## src/rtl/crdp_pkg.sv

```systemverilog
// ----------------------------------------------------------------------------
// crdp_pkg
// Shared types, constants and lookup tables for the cube rotate/project block.
// ----------------------------------------------------------------------------
package crdp_pkg;

	localparam int CoordW   = 16;
	localparam int ProdW    = 32;
	localparam int HalfEdge = 50;
	localparam int DepthPush = 400;
	localparam int ZNear    = 50;
	localparam int ProjScale = 100;
	localparam int FracBits = 14;

	typedef logic signed [CoordW-1:0] coord_t;

	// request to the divider
	typedef struct packed {
		logic              start;
		logic [CoordW-1:0] dividend;
		logic [CoordW-1:0] divisor;
	} div_req_t;

	typedef struct packed {
		logic              done;
		logic [CoordW-1:0] quotient;
	} div_rsp_t;

	// Q14 sine, 64 steps per turn
	function automatic coord_t sin_q14(input logic [5:0] idx);
		coord_t r;
		case (idx)
			6'd0: r = 16'sd0;       6'd1: r = 16'sd1606;    6'd2: r = 16'sd3196;
			6'd3: r = 16'sd4756;    6'd4: r = 16'sd6270;    6'd5: r = 16'sd7723;
			6'd6: r = 16'sd9102;    6'd7: r = 16'sd10394;   6'd8: r = 16'sd11585;
			6'd9: r = 16'sd12665;   6'd10: r = 16'sd13623;  6'd11: r = 16'sd14449;
			6'd12: r = 16'sd15137;  6'd13: r = 16'sd15679;  6'd14: r = 16'sd16069;
			6'd15: r = 16'sd16305;  6'd16: r = 16'sd16384;  6'd17: r = 16'sd16305;
			6'd18: r = 16'sd16069;  6'd19: r = 16'sd15679;  6'd20: r = 16'sd15137;
			6'd21: r = 16'sd14449;  6'd22: r = 16'sd13623;  6'd23: r = 16'sd12665;
			6'd24: r = 16'sd11585;  6'd25: r = 16'sd10394;  6'd26: r = 16'sd9102;
			6'd27: r = 16'sd7723;   6'd28: r = 16'sd6270;   6'd29: r = 16'sd4756;
			6'd30: r = 16'sd3196;   6'd31: r = 16'sd1606;   6'd32: r = 16'sd0;
			6'd33: r = -16'sd1605;  6'd34: r = -16'sd3195;  6'd35: r = -16'sd4755;
			6'd36: r = -16'sd6269;  6'd37: r = -16'sd7722;  6'd38: r = -16'sd9101;
			6'd39: r = -16'sd10393; 6'd40: r = -16'sd11584; 6'd41: r = -16'sd12664;
			6'd42: r = -16'sd13622; 6'd43: r = -16'sd14448; 6'd44: r = -16'sd15136;
			6'd45: r = -16'sd15678; 6'd46: r = -16'sd16068; 6'd47: r = -16'sd16304;
			6'd48: r = -16'sd16383; 6'd49: r = -16'sd16304; 6'd50: r = -16'sd16068;
			6'd51: r = -16'sd15678; 6'd52: r = -16'sd15136; 6'd53: r = -16'sd14448;
			6'd54: r = -16'sd13622; 6'd55: r = -16'sd12664; 6'd56: r = -16'sd11584;
			6'd57: r = -16'sd10393; 6'd58: r = -16'sd9101;  6'd59: r = -16'sd7722;
			6'd60: r = -16'sd6269;  6'd61: r = -16'sd4755;  6'd62: r = -16'sd3195;
			default: r = -16'sd1605;
		endcase
		return r;
	endfunction

	function automatic coord_t cos_q14(input logic [5:0] idx);
		return sin_q14(idx + 6'd16);
	endfunction

	// corner j of face f
	function automatic logic [2:0] face_corner(input logic [2:0] f, input logic [1:0] j);
		logic [11:0] row;
		case (f)
			3'd0: row = {3'd3, 3'd2, 3'd1, 3'd0};
			3'd1: row = {3'd7, 3'd6, 3'd5, 3'd4};
			3'd2: row = {3'd4, 3'd5, 3'd1, 3'd0};
			3'd3: row = {3'd2, 3'd6, 3'd7, 3'd3};
			3'd4: row = {3'd5, 3'd6, 3'd2, 3'd1};
			default: row = {3'd4, 3'd7, 3'd3, 3'd0};
		endcase
		return row[j*3 +: 3];
	endfunction

endpackage

```

## src/rtl/crdp_div.sv

```systemverilog
// ----------------------------------------------------------------------------
// crdp_div
// Unsigned restoring divider, one quotient bit per cycle.
// ----------------------------------------------------------------------------
module crdp_div (
	input  logic               clk,
	input  logic               arst_n,
	input  crdp_pkg::div_req_t req,
	output crdp_pkg::div_rsp_t rsp
);
	localparam int W = crdp_pkg::CoordW;

	logic [W-1:0]   quo_q;
	logic [W-1:0]   den_q;
	logic [W:0]     rem_q;
	logic [4:0]     cnt_q;
	logic           busy_q;
	logic           done_q;
	logic [W:0]     shifted;
	logic [W:0]     diff;

	assign shifted = {rem_q[W-1:0], quo_q[W-1]};
	assign diff    = shifted - {1'b0, den_q};

	always_ff @(posedge clk or negedge arst_n) begin
		if (!arst_n) begin
			busy_q <= 1'b0;
			done_q <= 1'b0;
			cnt_q  <= '0;
		end else begin
			done_q <= busy_q && !req.start && (cnt_q == 5'(W - 1));
			if (req.start) begin
				busy_q <= 1'b1;
				cnt_q  <= '0;
			end else if (busy_q) begin
				cnt_q <= cnt_q + 5'd1;
				if (cnt_q == 5'(W - 1)) begin
					busy_q <= 1'b0;
				end
			end
		end
	end

	// datapath: shift one dividend bit into the remainder, subtract when it fits
	always_ff @(posedge clk) begin
		if (req.start) begin
			quo_q <= req.dividend;
			den_q <= req.divisor;
			rem_q <= '0;
		end else if (busy_q) begin
			if (!diff[W]) begin
				rem_q <= diff;
				quo_q <= {quo_q[W-2:0], 1'b1};
			end else begin
				rem_q <= shifted;
				quo_q <= {quo_q[W-2:0], 1'b0};
			end
		end
	end

	assign rsp.done     = done_q;
	assign rsp.quotient = quo_q;

`ifndef SYNTHESIS
	a_done_after_busy: assert property (@(posedge clk) disable iff (!arst_n)
		done_q |-> $past(busy_q))
		else $error("divider done without a run");
	a_no_start_busy: assert property (@(posedge clk) disable iff (!arst_n)
		busy_q && !req.start |=> (busy_q || done_q))
		else $error("divider run dropped");
	a_done_pulse: assert property (@(posedge clk) disable iff (!arst_n)
		done_q |=> !done_q)
		else $error("divider done longer than one cycle");
`endif

endmodule

```

## config.mk

```make
export PLATFORM = sky130hd
export DESIGN_NAME = crdp_div
export DESIGN_NICKNAME = d
export VERILOG_FILES = /design/src/rtl/crdp_pkg.sv /design/src/rtl/crdp_div.sv
export SDC_FILE = /design/constraint.sdc
export NUM_CORES = 1
export LEC_CHECK = 0
export BUFFER_PORTS_ARGS = -buffer_cell sky130_fd_sc_hd__buf_2
export CAP_MARGIN = 20
export CORE_ASPECT_RATIO = 0.75
export CORE_MARGIN = 3
export CORE_UTILIZATION = 62
export DETAILED_ROUTE_END_ITERATION = 10
export PLACE_DENSITY = 0.86
export REMOVE_ABC_BUFFERS = 1
export SYNTH_ARGS = -nofsm -noshare
export SYNTH_HDL_FRONTEND = slang
export SYNTH_SLANG_ARGS = --single-unit
```

## constraint.sdc

```tcl
create_clock -name clk -period 5.17 [get_ports clk]
set_input_delay 0.517 -clock clk [delete_from_list [all_inputs] [get_ports clk]]
set_output_delay 0.517 -clock clk [all_outputs]
set_load 0.01 [all_outputs]
```

==> qor.csv <==
stage;metric;value;unit
run_status;status;completed;
layout;Diodes inserted;0;
yosys;largest cells by area after synthesis;edfxtp_1 (28%), dfxtp_1 (9.3%), ha_1 (6.6%);
pwr;maximum VDD drop;0.000276;V
yosys;fraction of the mapped netlist area in adder cells;7.16;%
pwr;sequential share of power;41.9;%
timing;Post-Route Setup TNS;0;ns
pwr;Clk network pwr share;19.0;%
grt;antenna violations before repair;0;
timing;highest clock rate;338;MHz
floorplan;total core area;5120;µm²
setup_path;crit-path max cell delay;0.80;ns
yosys;largest family of logic cells by synthesized area;compound AO/OA/AOI/OAI gates;
floorplan;I/O pin count;52;
pwr;Sw Pwr;505;µW
setup_path;Critical Path Slowest Stage Cell;o31ai_2;
yosys;Synth Instances;338;
cts;post-CTS sizing;0;
placement;Port Buffers;51;
drt;Initial DRT Pass Iterations;5;
layout;Multi-input gate area;1710;µm²
yosys;top-area cell type share of the netlist area;28.0;%
cts;hold_buf cts;0;
floorplan;DIE AREA;6460;µm²
timing;period utilization;57.3;%
placement;dpl ws;2.24;ns
grt;GRT overflow;0;
placement;placed instance area;3600;µm²
setup_path;WP data required;5.40;ns
drt;Initial DRC Count;335;
setup_path;type of the worst setup path;flop to flop;
layout;nets;434;
layout;Layout fillers;391;
drt;routed length per placed instance;16.9;µm
timing;final hold viol count;0;
pwr;combinational power share;39.1;%
cts;clock-pin slew on the worst setup and hold paths;0.10;ns
grt;largest net degree at the start of global routing;43;
timing;unrepaired setup endpoints after global routing;false;
cts;Clk Latency, worst-skew pair;0.31;ns
cts;CTS Sinks;55;
cts;CTS H-tree lvls;2;
floorplan;Starting Density;66.9;%
yosys;XOR/XNOR share of the synthesized area;2.05;%
pwr;switching part of the total power;37.0;%
yosys;Synth async-reset ratio;12.7;%
drt;Final ANT Viol Nets;0;
grt;GRT Total Usage;24.3;%
yosys;Compound-Gate Fraction of Synth Area;20.1;%
yosys;Seq/Total Area, Yosys;42.5;%
yosys;EDFF count, synth;32;
layout;ratio of cells with drive above 1 in the final layout;24.9;%
timing;Tmin final;2.96;ns
setup_path;Reg2Reg Depth;8;
pwr;Power Internal;859;µW
drt;DR DRC count;0;
yosys;post-synthesis mux area share;5.51;%
floorplan;chip height;70.4;µm
cts;Root Driver;clkbuf_8;
timing;relative max-transition margin;38.1;%
setup_path;CP startpoint kind;flop;
timing;Worst Hold Slack;0.0113;ns
yosys;Post-synth top flop;edfxtp_1;
floorplan;Die X;91.8;µm
worst_hold_path;HP Class;primary input to asynchronous set/reset pin;
drt;vias per cell;6.28;
yosys;post-synthesis simple-gate area fraction;14.9;%
setup_path;Max FO, Critical Path;12;
yosys;Synth Register Bits;55;
timing;worst setup margin;2.21;ns
cts;maximum buffer depth of the clock tree;2;
timing;Setup Skew;0.00838;ns
pwr;Power Density;367;nW/µm²
cts;CTS tree;done;
layout;Design Area, Final;3710;µm²
setup_path;CP cell instances;inv_1 -> ha_1 -> a211oi_2 -> nor2_1 -> or2_4 -> o31ai_2 -> nand4_1 -> a311oi_1;
grt;first-pass GRT wire length;12.7;mm
yosys;area leader, netlist;edfxtp_1;
cts;Post-CTS Setup Repair Bufs;0;
timing;Setup Viol. Count Final;0;
pwr;overall power;1.36;mW
flow_run;max cap viols;0;
yosys;cell area after synthesis;3430;µm²
timing;worst-margin pin slew;0.923;ns
placement;GP Congestion;0.875;
floorplan;Std-Cell Rows;22;
setup_path;Critical Path AT;3.19;ns
timing;fin. max-slew vios;0;
yosys;Mean Syn Cell Area;10.1;µm²
placement;DP HPWL;5.57;mm
grt;vias in the first global route;2635;
layout;Layout area overhead;8.44;%
yosys;Post-synth top cells;edfxtp_1 (32), nor2_1 (32), inv_1 (22), a21oi_1 (21), ha_1 (18);
drt;via count;2846;
yosys;post-synthesis cell type count;59;
pwr;P_leak;1.54;nW
cts;total clock buffers created by CTS;5;
drt;final WL;7.68;mm
layout;area occupied by registers;1460;µm²
yosys;Ys Warns;0;
setup_path;crit end category;flop;
-- kinds of logic after synthesis --
family | Yosys count
compound gates | 100
simple gates | 98
flops | 55
buf+inv | 41
fa+ha+maj | 19
mux | 17
xor+xnor | 8
-- layout by cell type, fill, tap and decap left out, drive strengths merged, types with 3 or more instances in the layout --
cell,instances
buf,53
edfxtp,32
xnor2,4
or3,3
mux2,15
ha,18
a211oi,5
and3,5
nor2,32
nand3,6
xor2,4
dfxtp,16
o21ai,24
nand2b,7
a311oi,11
o211ai,7
clkbuf,7
a21oi,22
o31ai,5
nand2,16
a21o,11
a31oi,6
or2,4
nor3b,3
nand4,10
dfrtp,7
o21a,3
inv,23
-- power groups by stage --
stage | Combinational, mW | Clock [mW] | Sequential, mW
2_1_floorplan | 0.371 | 0 | 0.573
3_3_place_gp | 0.494 | 0 | 0.574
3_5_place_dp | 0.509 | 0 | 0.578
4_1_cts | 0.515 | 0.262 | 0.569
5_1_grt | 0.586 | 0.280 | 0.577
6_report | 0.533 | 0.260 | 0.571
-- per-stage QoR --
step           util, %  cells
2_1_floorplan        -    319
5_1_grt           72.6    453
6_report          72.6    453
3_3_place_gp      70.4    444
4_1_cts           72.4    452
3_5_place_dp      70.4    444
-- layout make-up --
cell class	instances	share of cell area [%]
Clock buffer	6	2.22
Inverter	22	2.22
Clock inverter	2	0.539
Timing Repair Buffer	54	7.48
Multi-Input combinational cell	242	45.9
Sequential cell	55	39.2
Tap cell	72	2.43
-- critical path: cells and delay by family, from the launching register on --
kind	cells	cell delay [ns]
AOI/OAI and AO/OA	3	1.41
adders and majority gates	1	0.43
buffers and inverters	1	0.04
DFF	1	0.35
and+or+nand+nor	3	0.66
-- sequential cells by signal (all words and copies together) (netlist names) --
| name | flops |
|---|---|
| cnt_q | 5 |
| quo_q | 16 |
| rem_q | 16 |
| done_q | 1 |
| busy_q | 1 |
| den_q | 16 |
-- worst paths after layout --
path	start	endpoint	slack [ns]
setup / recovery	den_q[13]	rem_q[11]	2.21
hold / removal	arst_n	busy_q	0.01
setup reg to reg	den_q[13]	rem_q[11]	2.21
hold reg to reg	rem_q[4]	rem_q[4]	0.52
max in group asynchronous	arst_n	cnt_q[2]	5.01
min in group clk	req[12]	den_q[12]	0.37
-- per-layer routing --
layer  part of all wire (%)  up-vias  track usage, %  wire length [µm]
met3                     11       11            6.03               817
met2                     43      151            35.0              3340
met5                      0        -               0                 0
met1                     45     1343            36.5              3450
met4                   0.91        0            6.26                70
li1                       -     1341               -                 -
(Power assumes the default switching activity.)
